<file path="config.mk">
export PLATFORM = sky130hd
export DESIGN_NAME = bcra_ram
export DESIGN_NICKNAME = d
export VERILOG_FILES = /design/src/rtl/core/bcra_ram.sv
export SDC_FILE = /design/constraint.sdc
export NUM_CORES = 2
export LEC_CHECK = 0
export BUFFER_PORTS_ARGS = -buffer_cell sky130_fd_sc_hd__buf_2
export CAP_MARGIN = 20
export CORE_ASPECT_RATIO = 1.75
export CORE_MARGIN = 8
export CORE_UTILIZATION = 65
export CTS_BUF_LIST = sky130_fd_sc_hd__clkbuf_4
export DETAILED_ROUTE_END_ITERATION = 7
export PLACE_DENSITY = 0.81
export RECOVER_POWER = 50
export SYNTH_ARGS = -nofsm -noshare
export SYNTH_HDL_FRONTEND = slang
export SYNTH_SLANG_ARGS = --single-unit
export TNS_END_PERCENT = 50
</file>
<file path="constraint.sdc">
create_clock -name clk_i -period 5.96 [get_ports clk_i]
set_input_delay 0.596 -clock clk_i [delete_from_list [all_inputs] [get_ports clk_i]]
set_output_delay 0.596 -clock clk_i [all_outputs]
set_load 0.02 [all_outputs]
</file>
<file path="src/rtl/core/bcra_ram.sv">
// Generic simple dual-port RAM: one write port, one read port, registered read.
// No dependencies.
module bcra_ram #(
  parameter int unsigned Width = 16,
  parameter int unsigned Depth = 256
) (
  input  logic                     clk_i,
  input  logic                     we_i,
  input  logic [$clog2(Depth)-1:0] waddr_i,
  input  logic [Width-1:0]         wdata_i,
  input  logic [$clog2(Depth)-1:0] raddr_i,
  output logic [Width-1:0]         rdata_o
);

  logic [Width-1:0] mem_q [Depth];

  always_ff @(posedge clk_i) begin
    if (we_i) begin
      mem_q[waddr_i] <= wdata_i;
    end
    rdata_o <= mem_q[raddr_i];
  end

endmodule

</file>
==> flow_summary.json <==
{
  "rsz0062_at_grt": "no",
  "wirelength_mm": 426.8,
  "cts_buffers": 824,
  "num_rows": 240,
  "grt_usage_pct": 32.33,
  "reg2reg_slack_ns": 2.67,
  "end_kind": "flop",
  "crit_path_cell_trace": "dlygate4sd3_1, clkbuf_1, buf_4",
  "clock-root-buffer": "sky130_fd_sc_hd__clkbuf_4",
  "dp.final_hpwl_mm": 257.3,
  "cp_data_arrival_time_ns": 5.72,
  "layout_filler_cell_count": 13318,
  "ys_types": 52,
  "leakage_power_nw": 56.35,
  "slew_violations": 1717,
  "critPathSlowestCell": "sky130_fd_sc_hd__clkbuf_1",
  "area_of_the_multi_input_gates_um2": 32810,
  "detail_route.drc_violations": 0,
  "ys_warn_count": 0,
  "r2r_start": "mem_q[96][8]",
  "postRouteAntennaNets": 0,
  "drv.max_cap_violation_count": 22,
  "io-pin-count": 50,
  "main_area_contributors_after_synthesis": "sky130_fd_sc_hd__edfxtp_1 77%, sky130_fd_sc_hd__mux4_2 11%, sky130_fd_sc_hd__mux2i_1 3.6%",
  "critical_path_required_ns": 6.93,
  "swShare_pct": 22.54,
  "max_clock_freq_mhz": 210.7,
  "initial_core_util_pct": 65.17,
  "coreArea_um2": 243500,
  "setup_total_negative_slack_ns": 0,
  "max_stage_delay_ns": 3.17,
  "synthesis.nets": 7394,
  "finalCriticalPeriod_ns": 4.745,
  "fin_nets": 8288,
  "netlist.top_cell.by_area": "sky130_fd_sc_hd__edfxtp_1",
  "reg2reg_depth": 6,
  "detailed_place.area_um2": 164500,
  "power_mw": 54.92,
  "firstDrtPassIters": 8,
  "worstReg2RegEnd": "rdata_o[8]",
  "grt.overflow.total": 0,
  "post_route_cells_drive_above_1_share_pct": 29.32,
  "hp-start": "raddr_i[4]",
  "synth_seq_area_share_pct": 77.70,
  "synthArstFlopShare_pct": 0,
  "drt_iter0_markers": 12096,
  "finalHoldViolations": 0,
  "clk_latency_ns": 1.39,
  "fin_crit_sh_pct": 79.62,
  "ys.flop_type": "sky130_fd_sc_hd__edfxtp_1",
  "cts_resized": 0,
  "clkPwrFrac_pct": 36.3,
  "switching_power_of_the_nets_mw": 12.38,
  "peak_supply_drop_mv": 0.1778,
  "cts_sinks": 4112,
  "cts_tree": "done",
  "fin_hold_ws_ns": 0.1255,
  "finish.instance_area_um2": 175000,
  "syn_area_um2": 158700,
  "cts_max_level": 6,
  "combinationalPowerShare_pct": 5.5,
  "global_route_wire_length_before_repair_mm": 600.4,
  "clkTransAtPathRegs_ns": 0.08,
  "setup_violations": 0,
  "grt_max_degree": 202,
  "die_area_um2": 260900,
  "vias_per_cell": 6.916,
  "gp_congestion": 1.009,
  "hold_path_class": "in -> reg",
  "crit_fanout": 96,
  "netlist.area_leader.share_pct": 77.50,
  "port-buffer-count": 49,
  "most_frequent_cells_after_synthesis": "4096 x sky130_fd_sc_hd__edfxtp_1, 797 x sky130_fd_sc_hd__mux4_2, 565 x sky130_fd_sc_hd__mux2i_1, 304 x sky130_fd_sc_hd__nor2_1, 252 x sky130_fd_sc_hd__o221ai_1",
  "finalCoreUtilization_pct": 71.87,
  "count_of_flip_flops_with_a_built_in_enable_after_synthesis": 4096,
  "worstSetupStartpointType": "input port",
  "number_of_antenna_violations_at_the_first_check_in_global_routing": 25,
  "seq_area_um2": 123300,
  "flip_flop_and_latch_count_after_synthesis": 4112,
  "syn_area_cell_um2": 21.56,
  "p_per_area_nw_per_um2": 313.8,
  "timing.clock.skew_ns": 0.09047,
  "clockBufferDepth": 4,
  "holdPathStages": 6,
  "first_global_vias": 85526,
  "cellInternalPower_mw": 42.54,
  "synth_most_common_cell": "sky130_fd_sc_hd__edfxtp_1",
  "per_cell_routed_wire_length_um": 35.05,
  "detailroute.via_count": 84225,
  "slew_headroom_pct": -233.9,
  "die_h_um": 669.7,
  "worst_slew_pin_tran_ns": 5.008,
  "min_to": "rdata_o[6]",
  "area_delta_synth_final_pct": 10.28,
  "seqPwrFrac_pct": 58.2,
  "timing.setup.critical_path_class": "in -> reg",
  "violations": "max-capacitance violations, max-slew violations",
  "die-width_um": 389.5,
  "outcome": "finished with violations",
  "synth_cells": 7360
}
[cells by family (layout without fill, tap and decap cells)]
family	after synthesis	after routing	synth area share, %
AO/OA/AOI/OAI	786	786	3.537
buffers and inverters	456	1976	1.693
flip-flops	4112	4112	77.70
multiplexers	1450	1450	15.50
other	0	31	0
AND/OR/NAND/NOR	556	556	1.574
[state kept, by name (all words and copies together), names as in the netlist]
name	flops
mem_q	4096
rdata_o	16
[worst max path at each step]
stage	startpoint	slack (ns)	end
after floorplan	waddr_i[3]	3.20	mem_q[235][0]
after global placement	raddr_i[0]	0.89	rdata_o[8]
after detailed placement	raddr_i[0]	0.87	rdata_o[8]
after CTS	raddr_i[0]	2.40	rdata_o[8]
after global routing	wdata_i[12]	1.19	mem_q[80][12]
final	wdata_i[12]	1.21	mem_q[80][12]
[repair_timing]
action / 4_1_cts / 5_1_grt
buffers inserted: 0 / 0
setup endpoints to repair: 0 / 0
endpoints found under the hold margin: 1422 / 0
hold buffers: 25 / 0
[power by group through the flow]
stage | combinational (mW) | sequential [mW] | clock, mW
after floorplan | 1.57 | 32.5 | 0
after global placement | 2.85 | 32.5 | 0
after detailed placement | 2.94 | 32.5 | 0
after CTS | 2.97 | 31.9 | 20.2
after global routing | 3.07 | 31.9 | 21.4
final | 3.02 | 31.9 | 20.0
[layout make-up]
type,count,area share (%)
sequential,4112,70.45
multi-input combinational,2792,18.75
inverter,4,0.01430
antenna,31,0.04432
clock buffer,1141,4.894
timing repair buffer,520,2.496
clock inverter,311,1.017
tap,3267,2.335
[through the flow]
step,setup slack (ns),cells
finish,1.215,12178
global route,1.187,12159
CTS,2.401,12139
detailed placement,0.8714,10662
global placement,0.8901,10657
floorplan,3.199,7360
[metal layers]
layer | global-route usage, % | vias up | wire [um]
li1 | - | 33653 | -
met1 | 36.31 | 42226 | 125400
met2 | 51.98 | 6719 | 207400
met3 | 6.986 | 1613 | 46330
met4 | 29.00 | 14 | 47510
met5 | 0.1298 | - | 148
[cell usage in the layout (no fill, tap or decap), types with 8 or more instances in the layout]
cell                               n
sky130_fd_sc_hd__nor4_1           17
sky130_fd_sc_hd__dlygate4sd3_1    25
sky130_fd_sc_hd__a21oi_1         175
sky130_fd_sc_hd__and3_1           11
sky130_fd_sc_hd__clkinv_2         36
sky130_fd_sc_hd__buf_2            28
sky130_fd_sc_hd__buf_12           42
sky130_fd_sc_hd__o22ai_1         148
sky130_fd_sc_hd__bufinv_16        18
sky130_fd_sc_hd__clkinv_1        230
sky130_fd_sc_hd__edfxtp_1       4096
sky130_fd_sc_hd__o21ai_0          35
sky130_fd_sc_hd__a221oi_1         28
sky130_fd_sc_hd__nor2_2           22
sky130_fd_sc_hd__inv_2             8
sky130_fd_sc_hd__nand3_1          35
sky130_fd_sc_hd__clkbuf_4       1143
sky130_fd_sc_hd__o32ai_1          20
sky130_fd_sc_hd__mux2i_1         565
sky130_fd_sc_hd__clkinv_4          8
sky130_fd_sc_hd__diode_2          31
sky130_fd_sc_hd__o31ai_1          16
sky130_fd_sc_hd__o221ai_1        252
sky130_fd_sc_hd__mux2_2           88
sky130_fd_sc_hd__buf_4           365
sky130_fd_sc_hd__dfxtp_1          16
sky130_fd_sc_hd__nor3_1           89
sky130_fd_sc_hd__nor2b_1           9
sky130_fd_sc_hd__a22oi_1          43
sky130_fd_sc_hd__a211oi_1         18
sky130_fd_sc_hd__nand4_1          26
sky130_fd_sc_hd__nand2_1          38
sky130_fd_sc_hd__nor2_1          281
sky130_fd_sc_hd__a22o_1           32
sky130_fd_sc_hd__mux4_2          797
sky130_fd_sc_hd__clkbuf_1         40
[critical path: cells and delay by family]
| kind | cells | cell delay, ns |
|---|---|---|
| buf+inv | 3 | 4.82 |
No activity file was read; power rests on OpenSTA's default activity.
