$ cat src/rtl/core/bcra_pkg.sv
// Shared types and constants of the bitmap contiguous run allocator.
// No dependencies; every other file of the block but bcra_ram takes names from here.
package bcra_pkg;

  // Bitmap geometry
  localparam int unsigned MapBits  = 4096;
  localparam int unsigned WordBits = 16;
  localparam int unsigned NumWords = MapBits / WordBits;
  localparam int unsigned WordIdxW = $clog2(NumWords);
  localparam int unsigned BitOffW  = $clog2(WordBits);
  localparam int unsigned PosW     = WordIdxW + BitOffW;
  localparam int unsigned LenW     = PosW + 1;

  // Beat and configuration field widths
  localparam int unsigned CmdW     = 2;
  localparam int unsigned StatusW  = 2;
  localparam int unsigned CfgIdxW  = 2;
  localparam int unsigned CfgDataW = 13;

  typedef enum logic [CmdW-1:0] {
    CMD_LOAD    = 2'd0,
    CMD_FIND    = 2'd1,
    CMD_RESERVE = 2'd2
  } cmd_e;

  typedef enum logic [StatusW-1:0] {
    ST_OK      = 2'd0,
    ST_NOSPACE = 2'd1,
    ST_BUSY    = 2'd2,
    ST_RDONLY  = 2'd3
  } status_e;

  typedef enum logic [CfgIdxW-1:0] {
    CFG_SEARCH_START = 2'd0,
    CFG_MAP_BITS     = 2'd1,
    CFG_READ_ONLY    = 2'd2
  } cfg_idx_e;

  typedef enum logic [1:0] {
    S_IDLE,
    S_FIND,
    S_RSV
  } state_e;

  // Result of evaluating one bitmap word during a search
  typedef struct packed {
    logic            hit;
    logic [PosW-1:0] found_start;
    logic [LenW-1:0] next_count;
  } scan_res_t;

endpackage

$ cat src/rtl/core/bcra_word_scan.sv
// Evaluates one bitmap word of a first-fit search against the running free count.
// Depends on bcra_pkg for geometry and the scan_res_t result struct.
module bcra_word_scan (
  input  logic [bcra_pkg::WordBits-1:0] word_i,
  input  logic [bcra_pkg::WordIdxW-1:0] word_idx_i,
  input  logic [bcra_pkg::LenW-1:0]     count_i,
  input  logic [bcra_pkg::LenW-1:0]     len_i,
  input  logic [bcra_pkg::LenW-1:0]     lim_i,
  output bcra_pkg::scan_res_t           res_o
);

  localparam int unsigned WB   = bcra_pkg::WordBits;
  localparam int unsigned OffW = bcra_pkg::BitOffW;
  localparam int unsigned LW   = bcra_pkg::LenW;

  logic [WB-1:0]   free;
  logic [WB-1:0]   all_free;
  logic [OffW:0]   run [WB];
  logic [WB-1:0]   hit;
  logic [LW-1:0]   need;
  logic [OffW-1:0] pos;

  // Free and inside the usable limit
  always_comb begin
    for (int j = 0; j < WB; j++) begin
      free[j] = !word_i[j] && (LW'({word_idx_i, OffW'(j)}) < lim_i);
    end
  end

  // Free run ending at each bit, found from the nearest blocking bit below it
  always_comb begin
    logic            blocked;
    logic [OffW-1:0] last;
    for (int j = 0; j < WB; j++) begin
      blocked = 1'b0;
      last    = '0;
      for (int k = 0; k < WB; k++) begin
        if (k <= j && !free[k]) begin
          blocked = 1'b1;
          last    = OffW'(k);
        end
      end
      all_free[j] = !blocked;
      run[j]      = blocked ? ((OffW+1)'(j) - (OffW+1)'(last)) : (OffW+1)'(j + 1);
    end
  end

  // A run touching bit 0 extends the count carried in from earlier words
  assign need = len_i - count_i;

  always_comb begin
    for (int j = 0; j < WB; j++) begin
      hit[j] = free[j] && (all_free[j] ? (LW'(j + 1) >= need) : (LW'(run[j]) >= len_i));
    end
  end

  // Lowest completing bit wins
  always_comb begin
    pos = '0;
    for (int j = WB - 1; j >= 0; j--) begin
      if (hit[j]) begin
        pos = OffW'(j);
      end
    end
  end

  always_comb begin
    res_o.hit         = |hit;
    res_o.found_start = bcra_pkg::PosW'(LW'({word_idx_i, pos}) + LW'(1) - len_i);
    res_o.next_count  = all_free[WB-1] ? (count_i + LW'(WB)) : LW'(run[WB-1]);
  end

endmodule

$ cat config.mk
export PLATFORM = sky130hd
export DESIGN_NAME = bcra_word_scan
export DESIGN_NICKNAME = d
export VERILOG_FILES = /design/src/rtl/core/bcra_pkg.sv /design/src/rtl/core/bcra_word_scan.sv
export SDC_FILE = /design/constraint.sdc
export NUM_CORES = 1
export LEC_CHECK = 0
export BUFFER_PORTS_ARGS = -buffer_cell sky130_fd_sc_hd__buf_2
export CORE_ASPECT_RATIO = 1.5
export CORE_MARGIN = 3
export CORE_UTILIZATION = 55
export DETAILED_ROUTE_END_ITERATION = 7
export GPL_ROUTABILITY_DRIVEN = 0
export PLACE_DENSITY = 0.77
export SLEW_MARGIN = 20
export SYNTH_ARGS = -nofsm -noshare
export SYNTH_HDL_FRONTEND = slang
export SYNTH_SLANG_ARGS = --single-unit
export TNS_END_PERCENT = 100
$ cat constraint.sdc
create_clock -name vclk -period 9.9
set_clock_uncertainty 0.2 [all_clocks]
set_input_delay 0.495 -clock vclk [all_inputs]
set_output_delay 0.495 -clock vclk [all_outputs]
set_load 0.02 [all_outputs]
==> results.json <==
{
  "path_class": "in2out",
  "avgSynthCellArea_sq_um": 7.251,
  "final_cell_mix": "121 x ha_1, 89 x buf_2, 66 x nor2_1, 55 x nand2_1, 51 x a21oi_1",
  "yosysSeqAreaShare": 0,
  "cap_violations": 0,
  "n_antenna_cell": 0,
  "met1_length_mm": 6.744,
  "cp-start-kind": "input pin",
  "postRouteAntennaNets": 0,
  "pin_count": 89,
  "rsz0062_at_grt": "no",
  "tns_ps": 0,
  "hold_ws_ps": 1124,
  "synth_cell_types": 88,
  "power.leakage_nw": 2.959,
  "wl_met2_mm": 8.922,
  "finalHoldViolCount": 0,
  "period_share": 0.9042,
  "synth.area.mux_share": 0.005934,
  "holdPathStages": 3,
  "slew_viol_final": 0,
  "vias": 6242,
  "slew_headroom": 0.2946,
  "critPathMostFrequentCell": "ha_1",
  "synth_fa_ha_area_frac": 0.2948,
  "top_layer_used": "met4",
  "dr_wl_met3_mm": 1.206,
  "drt-pass1-iter-count": 6,
  "drt_drc_violations_left": 0,
  "cts_resized": 0,
  "grt_util_all_layers": 0.3337,
  "yosysWarnings": 0,
  "crit_slowest_cell": "nor3_2",
  "fp.dieH_um": 125.9,
  "initial_utilization": 0.5663,
  "synth.top_cell.area_share": 0.2872,
  "worstPathArrival_ps": 8260,
  "die_area_sq_um": 10820,
  "syn_to_final_growth_pct": 10.66,
  "grt_pass1_vias": 6185,
  "rows": 43,
  "ys_top_cells_by_area": "ha_1 29%, a21o_1 5.6%, a21oi_1 4.8%",
  "hold_class": "in2out",
  "drt_wl_total_mm": 18.61,
  "status": "completed",
  "power_per_cell_area_nw_per_um2": 56.80,
  "place_inst": 923,
  "layoutNonFillerInstCount": 923,
  "layout_commonest_cell": "ha_1",
  "min_period_ps": 8952,
  "yosys.area_share.simple": 0.3031,
  "clock_buffers": 0,
  "vdd_drop_max_uv": 47.39,
  "synth_compound_area_frac": 0.3005,
  "worstPathRequired_ps": 9210,
  "coreArea_sq_um": 9308,
  "seq_area_sq_um": 0,
  "synthesis.area_sq_um": 5271,
  "place_area_sq_um": 5833,
  "fmaxAchievable_ghz": 0.1117,
  "cp-end-kind": "output port",
  "seq_cells": 0,
  "grt-ovfl-total": 0,
  "drive_above_1_share": 0.1603,
  "worstHoldStart": "count_i[4]",
  "path_max_fanout": 12,
  "min_to": "res_o[4]",
  "grt_max_degree": 18,
  "yosys.area.top_type": "ha_1",
  "synth_xor_area_frac": 0.04652,
  "final_nets": 999,
  "dp_hpwl_mm": 15.32,
  "die_w_um": 85.94,
  "syn_inst": 727,
  "post_cts_buffers": 0,
  "wl_per_cell_um": 20.17,
  "tightest_slew_ps": 1031,
  "cts_hold_buf": 0,
  "port_buffers": 89,
  "slowest_delay_ps": 770,
  "grt_pass1_wl_mm": 29.45,
  "synth_top_family_by_area": "simple AND/OR/NAND/NOR gates",
  "setup_viol": 0,
  "final_area_sq_um": 5833,
  "drt_iter0_markers": 524,
  "antenna_found_initial": 0,
  "avgViaCountPerCell": 6.763,
  "total_power_mw": 0.3313
}
cells by family (layout without fill, tap and decap cells):
| kind of cell | Yosys count | in the layout |
|---|---|---|
| buf+inv | 64 | 140 |
| simple gates | 291 | 291 |
| compound gates | 217 | 217 |
| other cells | 1 | 9 |
| xor+xnor | 28 | 28 |
| fa+ha+maj | 123 | 123 |
| mux | 3 | 3 |
area by class of cell:
class	instances	area (sq um)
repair buffers	90	452.9
multi-input cells	671	5052
inverters	50	187.7
fillers	871	3475
well taps	112	140.1
report_power, final:
part | internal (mW) | leakage, nW | switching, mW
combinational | 0.129 | 2.96 | 0.202
clock | 0 | 0 | 0
sequential | 0 | 0 | 0
worst max-delay path by stage:
stage               cells past startpoint     startpoint   endpoint  slack (ps)
floorplan                              38       lim_i[8]  res_o[24]        2280
global placement                       38  word_idx_i[4]  res_o[24]        1450
detailed placement                     35  word_idx_i[4]  res_o[24]        1180
CTS                                    35  word_idx_i[4]  res_o[24]        1170
global route                           35  word_idx_i[4]  res_o[24]         330
finish                                 38  word_idx_i[6]  res_o[24]         950
Yosys cell counts (all sizes together), types with 4 or more instances:
| library cell | instances |
|---|---|
| o22ai | 4 |
| or3 | 10 |
| inv | 50 |
| a211o | 5 |
| nor3 | 18 |
| nand4 | 10 |
| buf | 8 |
| nor2 | 67 |
| a2111oi | 5 |
| or4 | 4 |
| nor3b | 5 |
| o41ai | 4 |
| and3 | 4 |
| a21boi | 5 |
| a211oi | 15 |
| and2 | 15 |
| nand2b | 26 |
| xnor2 | 21 |
| nand2 | 56 |
| a31oi | 9 |
| a21o | 39 |
| a21oi | 53 |
| nand3 | 23 |
| o211ai | 11 |
| nor4 | 18 |
| o2111ai | 6 |
| and4 | 4 |
| clkbuf | 6 |
| o21ai | 26 |
| nor2b | 14 |
| or2 | 6 |
| xor2 | 7 |
| ha | 121 |
| o21a | 5 |
stage by stage:
step                setup slack [ps]    util
detailed placement              1178  0.6267
floorplan                       2279       -
global placement                1449  0.6267
finish                         948.0  0.6267
CTS                             1169  0.6267
global route                   332.4  0.6267
critical path: cells and delay by family:
kind,cells,cell delay [ps]
buffers and inverters,4,400
adders and majority gates,6,1680
xor gates and xnor gates,1,150
AOI/OAI and AO/OA,20,3550
and+or+nand+nor,7,1940
per-layer routing:
layer  vias up  GRT usage
met5         -          0
met4         0     0.2554
met3       122    0.03665
met2       338     0.5947
met1      2871     0.3469
li1       2911          -
No activity file was read; power rests on OpenSTA's default activity.
